==> config.mk <==
export PLATFORM = sky130hd
export DESIGN_NAME = hds_ctrl
export DESIGN_NICKNAME = d
export VERILOG_FILES = /design/src/hw/rtl/hds_pkg.sv /design/src/hw/rtl/hds_ctrl.sv
export SDC_FILE = /design/constraint.sdc
export NUM_CORES = 1
export LEC_CHECK = 0
export ABC_AREA = 1
export BUFFER_PORTS_ARGS = -buffer_cell sky130_fd_sc_hd__clkbuf_2
export CAP_MARGIN = 20
export CORE_MARGIN = 1
export CORE_UTILIZATION = 45
export CTS_CLUSTER_DIAMETER = 150
export DETAILED_ROUTE_END_ITERATION = 10
export PLACE_DENSITY_LB_ADDON = 0.2
export SLEW_MARGIN = 20
export SYNTH_ARGS = -nofsm -noshare
export SYNTH_HDL_FRONTEND = slang
export SYNTH_SLANG_ARGS = --single-unit
==> constraint.sdc <==
create_clock -name clk -period 2.4 [get_ports clk]
set_clock_uncertainty 0.05 [all_clocks]
set_input_delay 0.12 -clock clk [delete_from_list [all_inputs] [get_ports clk]]
set_output_delay 0.12 -clock clk [all_outputs]
set_load 0.01 [all_outputs]
==> src/hw/rtl/hds_pkg.sv <==
`timescale 1ns / 1ps
package hds_pkg;

  localparam logic [1:0] OP_LOAD = 2'd0;
  localparam logic [1:0] OP_STEP = 2'd1;
  localparam logic [1:0] OP_READ = 2'd2;

  localparam int TEMP_MAX       = 16777215;
  localparam int STENCIL_CENTER = 6;

  // stencil taps in the order they are read
  localparam logic [2:0] TAP_C  = 3'd0;
  localparam logic [2:0] TAP_XM = 3'd1;
  localparam logic [2:0] TAP_XP = 3'd2;
  localparam logic [2:0] TAP_YM = 3'd3;
  localparam logic [2:0] TAP_YP = 3'd4;
  localparam logic [2:0] TAP_ZM = 3'd5;
  localparam logic [2:0] TAP_ZP = 3'd6;

  typedef struct packed {
    logic       cfg_we;
    logic       cfg_e2;
    logic       cfg_tot;
    logic       load_wr;
    logic       host_rd;
    logic       sw_start;
    logic       sw_rd;
    logic [2:0] tap;
    logic       sw_mul;
    logic       sw_wr;
    logic       cp_rd;
    logic       out_load;
  } hds_cmd_t;

  typedef struct packed {
    logic wall;
    logic last_node;
  } hds_sts_t;

endpackage

==> src/hw/rtl/hds_ctrl.sv <==
`timescale 1ns / 1ps
module hds_ctrl
  import hds_pkg::*;
(
  input  logic     clk,
  input  logic     rst,
  input  logic     s_tvalid,
  output logic     s_tready,
  input  logic [1:0] s_op,
  input  logic     cfg_valid,
  output logic     cfg_ready,
  output logic     m_tvalid,
  input  logic     m_tready,
  input  hds_sts_t sts,
  output hds_cmd_t cmd
);

  typedef enum logic [3:0] {
    IDLE, CFG1, CFG2, RDOUT, SW_RD, SW_WAIT, SW_MUL, SW_WR, SW_CP, SW_CPW
  } state_t;

  state_t     state;
  logic [2:0] tap;
  logic       in_acc;
  logic       out_free;

  // a config write wins over a word offered in the same cycle
  assign s_tready = (state == IDLE) && !cfg_valid;
  assign cfg_ready = (state == IDLE);
  assign in_acc = s_tvalid && s_tready;
  assign out_free = !m_tvalid || m_tready;

  always_comb begin
    cmd = '0;
    cmd.cfg_we   = cfg_valid && cfg_ready;
    cmd.cfg_e2   = (state == CFG1);
    cmd.cfg_tot  = (state == CFG2);
    cmd.load_wr  = in_acc && (s_op == OP_LOAD);
    cmd.host_rd  = in_acc && (s_op == OP_READ);
    cmd.sw_start = in_acc && (s_op == OP_STEP);
    cmd.sw_rd    = (state == SW_RD);
    cmd.tap      = tap;
    cmd.sw_mul   = (state == SW_MUL);
    cmd.sw_wr    = (state == SW_WR);
    cmd.cp_rd    = (state == SW_CP);
    cmd.out_load = (state == RDOUT) && out_free;
  end

  always_ff @(posedge clk) begin
    if (rst) begin
      state    <= IDLE;
      tap      <= TAP_C;
      m_tvalid <= 1'b0;
    end else begin
      if ((state == RDOUT) && out_free) begin
        m_tvalid <= 1'b1;
      end else if (m_tready) begin
        m_tvalid <= 1'b0;
      end
      case (state)
        IDLE: begin
          tap <= TAP_C;
          if (cfg_valid) begin
            state <= CFG1;
          end else if (in_acc) begin
            case (s_op)
              OP_READ: state <= RDOUT;
              OP_STEP: state <= SW_RD;
              default: state <= IDLE;
            endcase
          end
        end
        CFG1: state <= CFG2;
        CFG2: state <= IDLE;
        RDOUT: begin
          if (out_free) begin
            state <= IDLE;
          end
        end
        SW_RD: begin
          // wall nodes only need their own old value
          if (sts.wall || tap == TAP_ZP) begin
            tap   <= TAP_C;
            state <= SW_WAIT;
          end else begin
            tap <= tap + 3'd1;
          end
        end
        SW_WAIT: state <= SW_MUL;
        SW_MUL:  state <= SW_WR;
        SW_WR:   state <= sts.last_node ? SW_CP : SW_RD;
        SW_CP: begin
          if (sts.last_node) begin
            state <= SW_CPW;
          end
        end
        SW_CPW:  state <= IDLE;
        default: state <= IDLE;
      endcase
    end
  end

endmodule

Word-level counts from Yosys, hierarchy flattened. Index checks and enable logic that the tools add are counted.

Bits in registers: 8. Bits in latches: 0. Bits in writable memories: 0. Bits in read-only memories: 0. Output and inout port bits: 17. Memories: 0.

$add $sub $neg: 1. Multipliers: 0. Divide/modulo/power cells: 0. Magnitude comparators: 0. Equality and inequality tests: 15. Shifts and indexed selects: 0. Multiplexer cells: 12. Bitwise logic cells: 0. Reduce and logical (&&, ||, !) cells: 16.

Operator list (count): $pmux W4 S8 (1); $mux W4 (6); $eq A4 B3 Y1 const B (4); $pmux W3 S2 (2); $eq A4 B2 Y1 const B (2); $logic_and A1 B1 Y1 (7); $eq A4 B1 Y1 const B (1); $eq A4 B4 Y1 const B (1); $logic_not A4 Y1 (1); $ne A2 B2 Y1 const B (2); $reduce_and A4 Y1 (1); $reduce_bool A2 Y1 (2); $add A3 B1 Y3 const B (1); $eq A3 B3 Y1 const B (1); $mux W3 (1); $ne A3 B2 Y1 const B (1); $eq A2 B1 Y1 const B (1); $eq A2 B2 Y1 const B (1); $logic_not A1 Y1 (2); $logic_not A2 Y1 (1); $logic_or A1 B1 Y1 (2); $mux W1 (2); $ne A2 B1 Y1 const B (1).

Logic depth before layout (Yosys ltp). Gate-level depths: netlist of run 1.

Depth after elaboration: 6. Gate-level depth with buffers: 9. Mapped depth without buffers: 9.

Least setup slack after synthesis of run 1. No wires, ideal clock.

Path type: register -> register. Start point: register tap[0]. End point: register state[0]. Arrival time: 1.269 ns. Data required time: 2.288 ns. Setup slack: 1.019 ns. Stages on the path, launching flop included: 9. Buffers on the path: 0. Period minus slack after synthesis: 1.381 ns. Cell sequence: dfxtp_1 inv_1 ha_1 a21oi_1 nand2_2 nand2_1 nor2_2 and2_4 nor2_2.

Cells in the longest elaborated chain, start to end: 4.

Ends and longest elaborated chain: from (decl) (line hds_ctrl.sv:23) `logic [2:0] tap;`; from (signal assigned) (line hds_ctrl.sv:86) `tap <= tap + 3'd1;`; $eq A3 B3 Y1 (line hds_ctrl.sv:82) `if (sts.wall || tap == TAP_ZP) begin`; $logic_or A1 B1 Y1 (line hds_ctrl.sv:82); $ne A2 B1 Y1 (no source line); $reduce_and A4 Y1 (no source line); to (signal assigned) (line hds_ctrl.sv:91) `SW_WR: state <= sts.last_node ? SW_CP : SW_RD;`; to (decl) (line hds_ctrl.sv:22) `state_t state;`.

No other way between the ends. A chain may end at the register's enable or synchronous reset.

==> results of run 1 <==
[stage by stage]
step	setup WS (ns)	util (%)	hold WS (ns)	cells	instance area, µm²
4_1_cts	0.842	64.8	0.0395	135	749
3_3_place_gp	1.05	62.9	0.301	132	727
3_5_place_dp	0.955	62.9	0.301	132	727
6_report	0.813	64.8	0.0508	135	749
5_1_grt	0.734	64.8	0.0531	135	749
2_1_floorplan	1.02	-	0.139	93	584
[worst max path at each step]
stage / end / slack, ns / cells after the start
6_report: cmd[10] / 0.81 / 4
5_1_grt: cmd[9] / 0.73 / 6
4_1_cts: cmd[10] / 0.84 / 4
3_5_place_dp: state[0] / 0.96 / 8
3_3_place_gp: state[0] / 1.05 / 8
2_1_floorplan: state[0] / 1.02 / 8
[where the power goes]
group | total, mW | switching [mW] | internal, mW
Clock | 0.0984 | 0.0415 | 0.0569
Combinational | 0.454 | 0.287 | 0.168
Sequential | 0.201 | 0.0396 | 0.162
Total | 0.754 | 0.368 | 0.386
[worst max-delay path, delay by kind of cell (launching register included)]
kind | cells | cell delay (ns)
DFF | 1 | 0.36
buffers and inverters | 1 | 0.20
and+or+nand+nor | 3 | 0.62
[cell usage in the layout (no fill, tap or decap), types with 2 or more instances in the layout]
cell,n
sky130_fd_sc_hd__inv_1,12
sky130_fd_sc_hd__ha_1,2
sky130_fd_sc_hd__nand2_1,14
sky130_fd_sc_hd__nand4_1,2
sky130_fd_sc_hd__clkbuf_4,3
sky130_fd_sc_hd__a21oi_1,6
sky130_fd_sc_hd__inv_2,3
sky130_fd_sc_hd__nor2_4,2
sky130_fd_sc_hd__clkbuf_2,25
sky130_fd_sc_hd__nand3_1,5
sky130_fd_sc_hd__o21ai_0,3
sky130_fd_sc_hd__nor4_1,2
sky130_fd_sc_hd__nand2_2,6
sky130_fd_sc_hd__nor3_1,2
sky130_fd_sc_hd__nor2_2,4
sky130_fd_sc_hd__nor2_1,18
sky130_fd_sc_hd__dfxtp_1,8
[metal layers]
layer  vias to the layer above  wire length, µm  share of wire [%]  global-route usage, %
met5                         -                0                  0                      0
met4                         0               13               0.89                   14.3
met3                         2               55                3.8                   3.49
met2                        17              719                 49                   35.6
met1                       298              666                 46                   26.5
li1                        355                -                  -                      -
[final cells by class]
type / count / area [µm²] / area share [%]
Clock buffer: 3 / 22.5 / 3.01
Inverter: 15 / 56.3 / 7.51
Multi-Input combinational cell: 70 / 368 / 49.1
Sequential cell: 8 / 160 / 21.4
Tap cell: 14 / 17.5 / 2.34
Timing Repair Buffer: 25 / 125 / 16.7
[registers in the layout (all words and copies together) (netlist names)]
signal    count
m_tvalid      1
state         4
tap           3
[logic make-up (layout without fill, tap and decap cells)]
kind of cell / count (synthesis) / count (layout)
adders and majority gates: 2 / 2
xor gates and xnor gates: 1 / 1
buffers and inverters: 15 / 43
DFF: 8 / 8
and+or+nand+nor: 56 / 56
AOI/OAI and AO/OA: 11 / 11
==> qor.tcl, run 1 <==
set qor(via_count) 672
set qor(timing.critical_path.arrival_ns) 1.42
set qor(number_of_standard_cells_after_synthesis) 93
set qor(boundaryPins) 26
set qor(post_synth_xor_area_fraction_pct) 1.50
set qor(worst_slew_margin_rel_pct) 81.0
set qor(min_path_type) {in -> reg}
set qor(mappedNetlistArea_um2) 584
set qor(status) {finished, final reports clean}
set qor(syn_avg_cell_area_um2) 6.28
set qor(placementRows) 12
set qor(final-hold-violation-count) 0
set qor(yosysMostFrequentCell) {sky130_fd_sc_hd__nor2_1}
set qor(synth_top_family_by_area) {simple AND/OR/NAND/NOR gates}
set qor(synth_commonest_cells) {sky130_fd_sc_hd__nor2_1, sky130_fd_sc_hd__nand2_1, sky130_fd_sc_hd__inv_1}
set qor(synth_fa_ha_area_share_pct) 4.28
set qor(ys.flop_type) {sky130_fd_sc_hd__dfxtp_1}
set qor(fin_total_pwr_mw) 0.754
set qor(critical_path.startpoint) {state[0]}
set qor(synth_mux_area_share_pct) 0
set qor(clk_latency_ns) 0.25
set qor(cts_tree) {done}
set qor(initial_core_util_pct) 50.5
set qor(globalRouteTotalUtil_pct) 22.0
set qor(report.final.slew_viol_count) 0
set qor(pin_count_of_the_biggest_net_entering_global_routing) 6
set qor(yosysTopAreaCell) {sky130_fd_sc_hd__dfxtp_1}
set qor(final_nets) 134
set qor(die_area_mm2) 0.00145
set qor(synth_warnings) 0
set qor(max_freq_ghz) 0.630
set qor(synth_edf_count) 0
set qor(cts_hold_buf) 0
set qor(post_cts.resized_instances) 0
set qor(crit_path_max_fanout) 5
set qor(drtIter0Drc) 5
set qor(worst_setup_path_end_kind) {output port}
set qor(post_synthesis_simple_gate_area_fraction_pct) 46.9
set qor(critical_path.startpoint_type) {register}
set qor(worst_vdd_ir_uv) 524
set qor(synth_top_cell_area_share_pct) 27.4
set qor(clock_tree.buffer_depth) 2
set qor(series_of_cell_instances_along_the_critical_path) {nor2_2 -> nand2_2 -> nor4_1 -> clkbuf_2}
set qor(clock_slew_at_the_register_clock_pins_of_the_worst_setup_and_hold_paths_ns) 0.05
set qor(min_path_cells) 2
set qor(min_delay_worst_endpoint) {state[3]}
set qor(p_leak_nw) 0.427
set qor(synth_cell_type_count) 19
set qor(postSynthRegisterBits) 8
set qor(syn-num-nets) 104
set qor(p_per_area_mw_per_mm2) 1010
set qor(synthTopCellsByArea) {sky130_fd_sc_hd__dfxtp_1, sky130_fd_sc_hd__nor2_1, sky130_fd_sc_hd__nand2_1}
set qor(length_in_cells_of_the_worst_reg_to_reg_path) 8
set qor(drive_gt1_share_pct) 36.4
set qor(overflow) 0
set qor(crit_required_ns) 2.23
set qor(synth-seq-area-share_pct) 27.4
set qor(r2r-start) {tap[0]}
set qor(max-cap-violations) 0
set qor(drcViolationCount) 0
set qor(post-route-min-period_ns) 1.59
set qor(antenna_found_initial) 0
set qor(clock_tree.root_cell) {sky130_fd_sc_hd__clkbuf_4}
set qor(tightestPinTransition_ns) 0.282
set qor(dp.final_hpwl_mm) 1.20
set qor(grt_pass1_wl_mm) 2.19
set qor(post_drt_wl_per_cell_um) 10.8
set qor(setup_viol) 0
set qor(r2r_setup_slack_ns) 0.96
set qor(timing.hold.worst.start) {rst}
set qor(finalCritPeriodShare_pct) 66.1
set qor(diodes) 0
set qor(worstReg2RegEnd) {state[0]}
set qor(vias_per_cell) 4.98
set qor(core-area_mm2) 0.00116
set qor(postCtsSetupRepairBufs) 0
set qor(critical_path_class) {reg -> out}
set qor(rsz_0062_raised_after_global_routing) {no}
set qor(floorplan.die.height_um) 38.0
set qor(slowest_stage) {sky130_fd_sc_hd__dfxtp_1}
set qor(cts.sink_count) 8
set qor(routabilityCongestion) 0.754
set qor(port_buffers) 25
set qor(layout-area-overhead-vs-synth_pct) 28.3
set qor(ys_async_sr_fraction_pct) 0
set qor(synth_compound_area_share_pct) 10.3
set qor(first_pass_iters) 4
set qor(n_fill_cell) 115
set qor(wl_mm) 1.45
set qor(cts_made_buffers) 3
set qor(slowest_delay_ns) 0.36
set qor(fin_tns_setup_ns) 0
set qor(fp.dieW_um) 38.0
set qor(route.antenna.remaining_nets) 0
set qor(number_of_global_route_vias_before_repair) 551
set qor(htreeDepth) 1
Note: power is estimated with default switching activity, not from simulation.
==> run 2, diff against run 1 <==
- ABC_AREA: 1 -> 0
- CORE_UTILIZATION: 45 -> 44
- clock period: 2.4 -> 1.6 ns (I/O delays scaled with it)
==> run 2 against run 1 <==
  * The flow now finishes with violations (setup timing)
  * Combinational power fell by 65%
  * Critical path depth did not move
  * Wire length rose by 16%
  * Utilization up 9.4 points
  * Count of clock-buffer cells in the layout grew 1
  * Register-to-register slack lost 0.97 ns
  * Sequential cell count unchanged
  * Global-route usage rose by 4.0 points
  * Final cell count fell by 14%
  * Area after synthesis down 2.4%
  * Synthesized cell count down 29%
  * Final area grew 15%
  * Critical endpoint is now cmd[8]
  * Highest routed layer unchanged
==> qor.tcl, run 2 <==
set qor(postSynthRegisterBits) 8 ;# unchanged
set qor(final_common_cell) {sky130_fd_sc_hd__clkbuf_2}
set qor(yosysMostFrequentCell) {sky130_fd_sc_hd__dfxtp_1}
set qor(synth_cell_type_count) 36 ;# +17
set qor(cts_tree) {done}
set qor(worst_slew_margin_rel_pct) 73.5 ;# -7.6 points
set qor(drive_gt1_share_pct) 58.8 ;# +22 points
set qor(final_nets) 114 ;# -15%
set qor(timing.hold.worst.start) {sts[0]}
set qor(power.switching_mw) 0.170 ;# -54%
set qor(cellInternalPower_mw) 0.377 ;# -2.4%
set qor(net_sw_share_pct) 31.0 ;# -18 points
set qor(mappedNetlistArea_um2) 571 ;# -2.4%
set qor(synthTopCellsByArea) {sky130_fd_sc_hd__dfxtp_1, sky130_fd_sc_hd__nor2_1, sky130_fd_sc_hd__nor4b_1}
set qor(syn_avg_cell_area_um2) 8.64 ;# +38%
set qor(power.combinational.fraction_pct) 29.1 ;# -31 points
set qor(largest_register_ff_count) 4 ;# unchanged
set qor(drcViolationCount) 0 ;# unchanged
set qor(fp.dieW_um) 38.0 ;# about the same
set qor(cts_made_buffers) 3 ;# unchanged
set qor(max_flop_register) {state}
set qor(htreeDepth) 1 ;# unchanged
set qor(p_per_area_mw_per_mm2) 637 ;# -37%
set qor(grt_pass1_wl_mm) 2.58 ;# +18%
set qor(worst_setup_path_end_kind) {output port}
set qor(r2r-start) {tap[0]}
set qor(route.top_layer_used) {met4}
set qor(final-hold-violation-count) 0 ;# unchanged
set qor(routabilityCongestion) 0.851 ;# +13%
set qor(diodes) 0 ;# unchanged
set qor(clk_latency_ns) 0.26 ;# about the same
set qor(routed-wl-met3_um) 65 ;# +18%
set qor(drt-met1-wl_um) 737 ;# +11%
set qor(clock_slew_at_the_register_clock_pins_of_the_worst_setup_and_hold_paths_ns) 0.05 ;# about the same
set qor(post-route-min-period_ns) 1.65
set qor(biggestRegsByFlops) {state x4, tap x3, m_tvalid x1}
set qor(synth_edf_count) 0 ;# unchanged
set qor(yosysTopAreaCell) {sky130_fd_sc_hd__dfxtp_1}
set qor(min_path_type) {in -> reg}
set qor(final_core_util_pct) 74.2 ;# +9.4 points
set qor(antenna_found_initial) 0 ;# unchanged
set qor(length_in_cells_of_the_worst_reg_to_reg_path) 6 ;# -2
set qor(synth_commonest_cells) {sky130_fd_sc_hd__dfxtp_1, sky130_fd_sc_hd__nor2_1, sky130_fd_sc_hd__inv_1, sky130_fd_sc_hd__nor3_1}
set qor(via_count) 665 ;# -1.0%
set qor(layout-area-overhead-vs-synth_pct) 50.4
set qor(route.met2.wl_um) 869 ;# +21%
set qor(rsz_0062_raised_after_global_routing) {yes}
set qor(wl_mm) 1.68 ;# +16%
set qor(ys_async_sr_fraction_pct) 0 ;# unchanged
set qor(holdWs_ns) 0.0591 ;# +0.00837 ns
set qor(vias_per_cell) 5.73 ;# +15%
set qor(mostFrequentLayoutCells) {sky130_fd_sc_hd__clkbuf_2, sky130_fd_sc_hd__buf_4, sky130_fd_sc_hd__nor2_1}
set qor(synth_top_cell_area_share_pct) 28.1 ;# +0.66 points
set qor(max-cap-violations) 0 ;# unchanged
set qor(route.antenna.remaining_nets) 0 ;# unchanged
set qor(series_of_cell_instances_along_the_critical_path) {nor4_4 -> and2b_2 -> and4b_1 -> buf_2}
set qor(slowest_stage) {sky130_fd_sc_hd__dfxtp_4}
set qor(floorplan.die.height_um) 38.0 ;# about the same
set qor(worstReg2RegEnd) {tap[2]}
set qor(timing.critical_path.arrival_ns) 1.52 ;# +0.10 ns
set qor(placementRows) 12 ;# unchanged
set qor(pin_count_of_the_biggest_net_entering_global_routing) 10 ;# +4
set qor(drtIter0Drc) 13 ;# +8
set qor(port_buffers) 25 ;# unchanged
set qor(globalRouteTotalUtil_pct) 26.0 ;# +4.0 points
set qor(setup_viol) 3 ;# +3
set qor(synth_warnings) 0 ;# unchanged
set qor(die_area_mm2) 0.00144 ;# -0.13%
set qor(tightestPinTransition_ns) 0.397 ;# +0.115 ns
set qor(initial_core_util_pct) 49.4 ;# -1.2 points
set qor(status) {finished with violations}
set qor(critical_path.startpoint_type) {register}
set qor(max_freq_ghz) 0.606
set qor(cts_hold_buf) 0 ;# unchanged
set qor(cts.sink_count) 8 ;# unchanged
set qor(core-area_mm2) 0.00116 ;# unchanged
set qor(instances_no_fill) 116 ;# -14%
set qor(number_of_standard_cells_after_synthesis) 66 ;# -29%
set qor(number_of_global_route_vias_before_repair) 597 ;# +8.3%
set qor(crit_path_max_fanout) 5 ;# unchanged
set qor(violations_in_the_final_reports) {setup timing}
set qor(seqPwrFrac_pct) 39.7 ;# +13 points
set qor(fin_total_pwr_mw) 0.547 ;# -27%
set qor(synth-seq-area-share_pct) 28.1 ;# +0.66 points
set qor(crit_required_ns) 1.47 ;# -0.76 ns
set qor(numPlacedInstances) 108 ;# -18%
set qor(critical_path_class) {reg -> out}
set qor(dp.final_hpwl_mm) 1.18 ;# -1.7%
set qor(report.final.slew_viol_count) 0 ;# unchanged
set qor(boundaryPins) 26 ;# unchanged
set qor(clock_tree.root_cell) {sky130_fd_sc_hd__clkbuf_4}
set qor(dp_slack_ns) -0.0366 ;# -0.992 ns
set qor(post_drt_wl_per_cell_um) 14.5 ;# +35%
set qor(r2r_setup_slack_ns) -0.01 ;# -0.97 ns
set qor(min_delay_worst_endpoint) {state[3]}
set qor(first_pass_iters) 4 ;# unchanged
set qor(ys.flop_type) {sky130_fd_sc_hd__dfxtp_1}
set qor(slowest_delay_ns) 0.35 ;# about the same
set qor(clkPwrFrac_pct) 31.1 ;# +18 points
set qor(finalCritPeriodShare_pct) 103
set qor(syn-num-nets) 77 ;# -26%
set qor(p_leak_nw) 0.402 ;# -5.9%
set qor(clock_tree.buffer_depth) 2 ;# unchanged
set qor(min_path_cells) 3 ;# +1
set qor(overflow) 0 ;# unchanged
set qor(final_critical_path_setup_slack_ns) -0.0492 ;# -0.862 ns
set qor(worst_vdd_ir_uv) 464 ;# -11%
==> run 2: cells by family (layout without fill, tap and decap cells) <==
| family | after synthesis | after routing | share of synthesized area [%] |
|---|---|---|---|
| buf+inv | 9 | 45 | 7.89 |
| simple gates | 33 | 33 | 41.2 |
| compound gates | 14 | 14 | 18.4 |
| flops | 8 | 8 | 28.1 |
| fa+ha+maj | 2 | 2 | 4.39 |
==> run 2: critical path, delay by kind of cell, from the launching register on <==
kind                   cells  cell delay [ns]
and+or+nand+nor            3             0.78
DFF                        1             0.35
buffers and inverters      1             0.13
==> run 2: per-stage QoR <==
step	cell area (µm²)	TNS, ns
after global placement	747	0
final	858	-0.0704
after global routing	858	-0.330
after CTS	841	-0.0672
after detailed placement	747	-0.0366
after floorplan	574	0
==> run 2: worst max-delay path by stage <==
stage / start / to / slack [ns] / depth (start not counted)
2_1_floorplan: tap[0] / tap[2] / 0.0003 / 6
3_3_place_gp: tap[0] / tap[2] / 0.01 / 6
3_5_place_dp: tap[0] / tap[2] / -0.04 / 6
4_1_cts: state[2] / cmd[8] / -0.05 / 4
5_1_grt: state[2] / cmd[8] / -0.11 / 4
6_report: state[2] / cmd[8] / -0.05 / 4
==> run 2: final cells by class <==
type / instances / area (µm²)
multi-input combinational: 49 / 410
fill: 98 / 298
timing repair buffer: 37 / 215
sequential: 8 / 174
clock buffer: 4 / 26.3
tap: 14 / 17.5
inverter: 4 / 15.0
==> run 2: what timing repair did <==
action / 4_1_cts / 5_1_grt
gates cloned: 0 / 0
gates resized for setup: 12 / 6
pin swaps: 3 / 0
endpoints found under the setup margin: 6 / 8
setup buffers: 4 / 0
endpoints found under the hold margin: 0 / 0
==> run 2: power by group through the flow <==
stage | clock (mW) | sequential [mW] | combinational [mW]
3_5_place_dp | 0 | 0.225 | 0.137
4_1_cts | 0.179 | 0.216 | 0.154
2_1_floorplan | 0 | 0.220 | 0.0859
5_1_grt | 0.187 | 0.218 | 0.170
3_3_place_gp | 0 | 0.224 | 0.135
6_report | 0.170 | 0.217 | 0.159
==> run 2: per-layer routing <==
metal  vias up  track usage [%]
met5         -                0
met4         0             5.36
met3         3             8.72
met2        19             45.7
met1       323             30.4
li1        320                -
==> run 3, diff against run 2 <==
- CTS_CLUSTER_DIAMETER: 150 -> 50
- RECOVER_POWER: not set -> 50
==> run 3 against run 2 <==
  * The flow still finishes with violations (setup timing)
  * Register-to-register slack barely moved
  * Non-clock buffer count did not move
  * Final area fell by 1.2%
  * Clock power barely moved
  * Combinational power barely moved
  * Sequential cell count did not move
  * Critical path depth did not move
  * Sequential share of layout area rose by 0.092 points
  * Worst setup slack barely moved
==> qor.tcl, run 3 (synthesized netlist as in run 2, its figures left out) <==
set qor(number_of_global_route_vias_before_repair) 597 ;# unchanged
set qor(clock_slew_at_the_register_clock_pins_of_the_worst_setup_and_hold_paths_ns) 0.05 ;# about the same
set qor(vias_per_cell) 5.73 ;# unchanged
set qor(report.final.slew_viol_count) 0 ;# unchanged
set qor(worst_vdd_ir_uv) 464 ;# about the same
set qor(drtIter0Drc) 13 ;# unchanged
set qor(via_count) 665 ;# unchanged
set qor(worst_setup_path_end_kind) {output port}
set qor(globalRouteTotalUtil_pct) 26.0 ;# unchanged
set qor(max-cap-violations) 0 ;# unchanged
set qor(pin_count_of_the_biggest_net_entering_global_routing) 10 ;# unchanged
set qor(fin_tns_setup_ns) -0.0842 ;# -0.0139 ns
set qor(final_common_cell) {sky130_fd_sc_hd__clkbuf_2}
set qor(route.top_layer_used) {met4}
set qor(overflow) 0 ;# unchanged
set qor(finalCritPeriodShare_pct) 103 ;# about the same
set qor(post_drt_wl_per_cell_um) 14.6 ;# +0.42%
set qor(grt_pass1_wl_mm) 2.58 ;# unchanged
set qor(initial_core_util_pct) 49.4 ;# unchanged
set qor(instances_no_fill) 116 ;# unchanged
set qor(setup_viol) 4 ;# +1
set qor(critical_path_class) {reg -> out}
set qor(critical_path.startpoint_type) {register}
set qor(route.antenna.remaining_nets) 0 ;# unchanged
set qor(max_freq_ghz) 0.606 ;# about the same
set qor(final-hold-violation-count) 0 ;# unchanged
set qor(drive_gt1_share_pct) 52.9 ;# -5.9 points
set qor(boundaryPins) 26 ;# unchanged
set qor(clock_tree.root_cell) {sky130_fd_sc_hd__clkbuf_4}
set qor(clk_latency_ns) 0.26 ;# about the same
set qor(status) {finished with violations}
set qor(largest_register_ff_count) 4 ;# unchanged
set qor(final_critical_path_setup_slack_ns) -0.0492 ;# -0.0000143 ns
set qor(biggestRegsByFlops) {state x4, tap x3, m_tvalid x1}
set qor(crit_path_max_fanout) 5 ;# unchanged
set qor(worst_slew_margin_rel_pct) 73.5 ;# unchanged
set qor(post-route-min-period_ns) 1.65 ;# +0.0000143 ns
set qor(timing.critical_path.arrival_ns) 1.52 ;# about the same
set qor(routabilityCongestion) 0.851 ;# unchanged
set qor(core-area_mm2) 0.00116 ;# unchanged
set qor(antenna_found_initial) 0 ;# unchanged
set qor(fin_total_pwr_mw) 0.546 ;# -0.21%
set qor(cts_tree) {done}
set qor(die_area_mm2) 0.00144 ;# unchanged
set qor(min_path_type) {in -> reg}
set qor(timing.hold.worst.start) {sts[0]}
set qor(wl_mm) 1.69 ;# +0.42%
set qor(r2r-start) {tap[0]}
set qor(diodes) 0 ;# unchanged
set qor(dp.final_hpwl_mm) 1.18 ;# unchanged
set qor(mostFrequentLayoutCells) {sky130_fd_sc_hd__clkbuf_2, sky130_fd_sc_hd__buf_4, sky130_fd_sc_hd__nor2_1}
set qor(route.met2.wl_um) 872 ;# +0.35%
set qor(rsz_0062_raised_after_global_routing) {yes}
set qor(cts.sink_count) 8 ;# unchanged
set qor(numPlacedInstances) 108 ;# unchanged
set qor(slowest_delay_ns) 0.35 ;# about the same
set qor(first_pass_iters) 4 ;# unchanged
set qor(htreeDepth) 1 ;# unchanged
set qor(cts_made_buffers) 3 ;# unchanged
set qor(critical_path.startpoint) {state[2]}
set qor(tightestPinTransition_ns) 0.397 ;# unchanged
set qor(routed-wl-met3_um) 66 ;# +1.5%
set qor(layout-area-overhead-vs-synth_pct) 48.7
set qor(p_leak_nw) 0.384 ;# -4.6%
set qor(placementRows) 12 ;# unchanged
set qor(floorplan.die.height_um) 38.0 ;# unchanged
set qor(violations_in_the_final_reports) {setup timing}
set qor(drt-met1-wl_um) 740 ;# +0.41%
set qor(series_of_cell_instances_along_the_critical_path) {nor4_4 -> and2b_2 -> and4b_1 -> buf_2}
set qor(slowest_stage) {sky130_fd_sc_hd__dfxtp_4}
set qor(clock_tree.buffer_depth) 2 ;# unchanged
set qor(max_flop_register) {state}
set qor(fp.dieW_um) 38.0 ;# unchanged
set qor(port_buffers) 25 ;# unchanged
set qor(drcViolationCount) 0 ;# unchanged
set qor(crit_required_ns) 1.47 ;# about the same
set qor(p_per_area_mw_per_mm2) 643 ;# +0.97%
set qor(final_nets) 114 ;# unchanged
run 3: worst paths after layout:
| kind | to | slack (ns) | cells past startpoint |
|---|---|---|---|
| setup / recovery | cmd[8] | -0.05 | 4 |
| setup reg to reg | tap[2] | -0.01 | 6 |
| hold / removal | state[3] | 0.06 | 3 |
| hold reg to reg | tap[0] | 0.52 | 2 |
run 3: layout make-up:
| type | count | area [µm²] |
|---|---|---|
| clock buffer | 4 | 26.3 |
| fill | 101 | 308 |
| inverter | 4 | 15.0 |
| multi-input combinational | 49 | 410 |
| sequential | 8 | 173 |
| tap | 14 | 17.5 |
| timing repair buffer | 37 | 206 |
run 3: timing repair:
item | 4_1_cts | 5_1_grt
gates cloned | 0 | 0
endpoints found under the setup margin | 6 | 8
hold buffers | 0 | 0
gates resized for setup | 12 | 6
pin swaps | 3 | 0
setup buffers | 4 | 0
run 3: worst max-delay path, delay by kind of cell (launching register included):
kind / cells / cell delay [ns]
simple gates: 3 / 0.78
flops: 1 / 0.35
buf+inv: 1 / 0.13
run 3: stage by stage:
| stage | worst slack (ns) | hold WS (ns) | util [%] | instance area (µm²) |
|---|---|---|---|---|
| detailed placement | -0.0366 | 0.317 | 64.6 | 747 |
| global placement | 0.0146 | 0.305 | 64.6 | 747 |
| global route | -0.110 | 0.0774 | 73.4 | 848 |
| finish | -0.0492 | 0.0591 | 73.4 | 848 |
| floorplan | 0.000342 | 0.161 | - | 574 |
| CTS | -0.0476 | 0.0455 | 72.7 | 841 |
run 3: layer usage:
metal,track usage [%],vias to the layer above
met1,30.4,323
met4,5.36,0
met5,0,-
li1,-,320
met2,45.7,19
met3,8.72,3
run 3: power breakdown:
group	total, mW	switching [mW]	leakage, nW	internal, mW
Clock	0.170	0.0743	0.0150	0.0958
Combinational	0.159	0.0829	0.301	0.0759
Sequential	0.217	0.0126	0.0677	0.204
Total	0.546	0.170	0.384	0.376
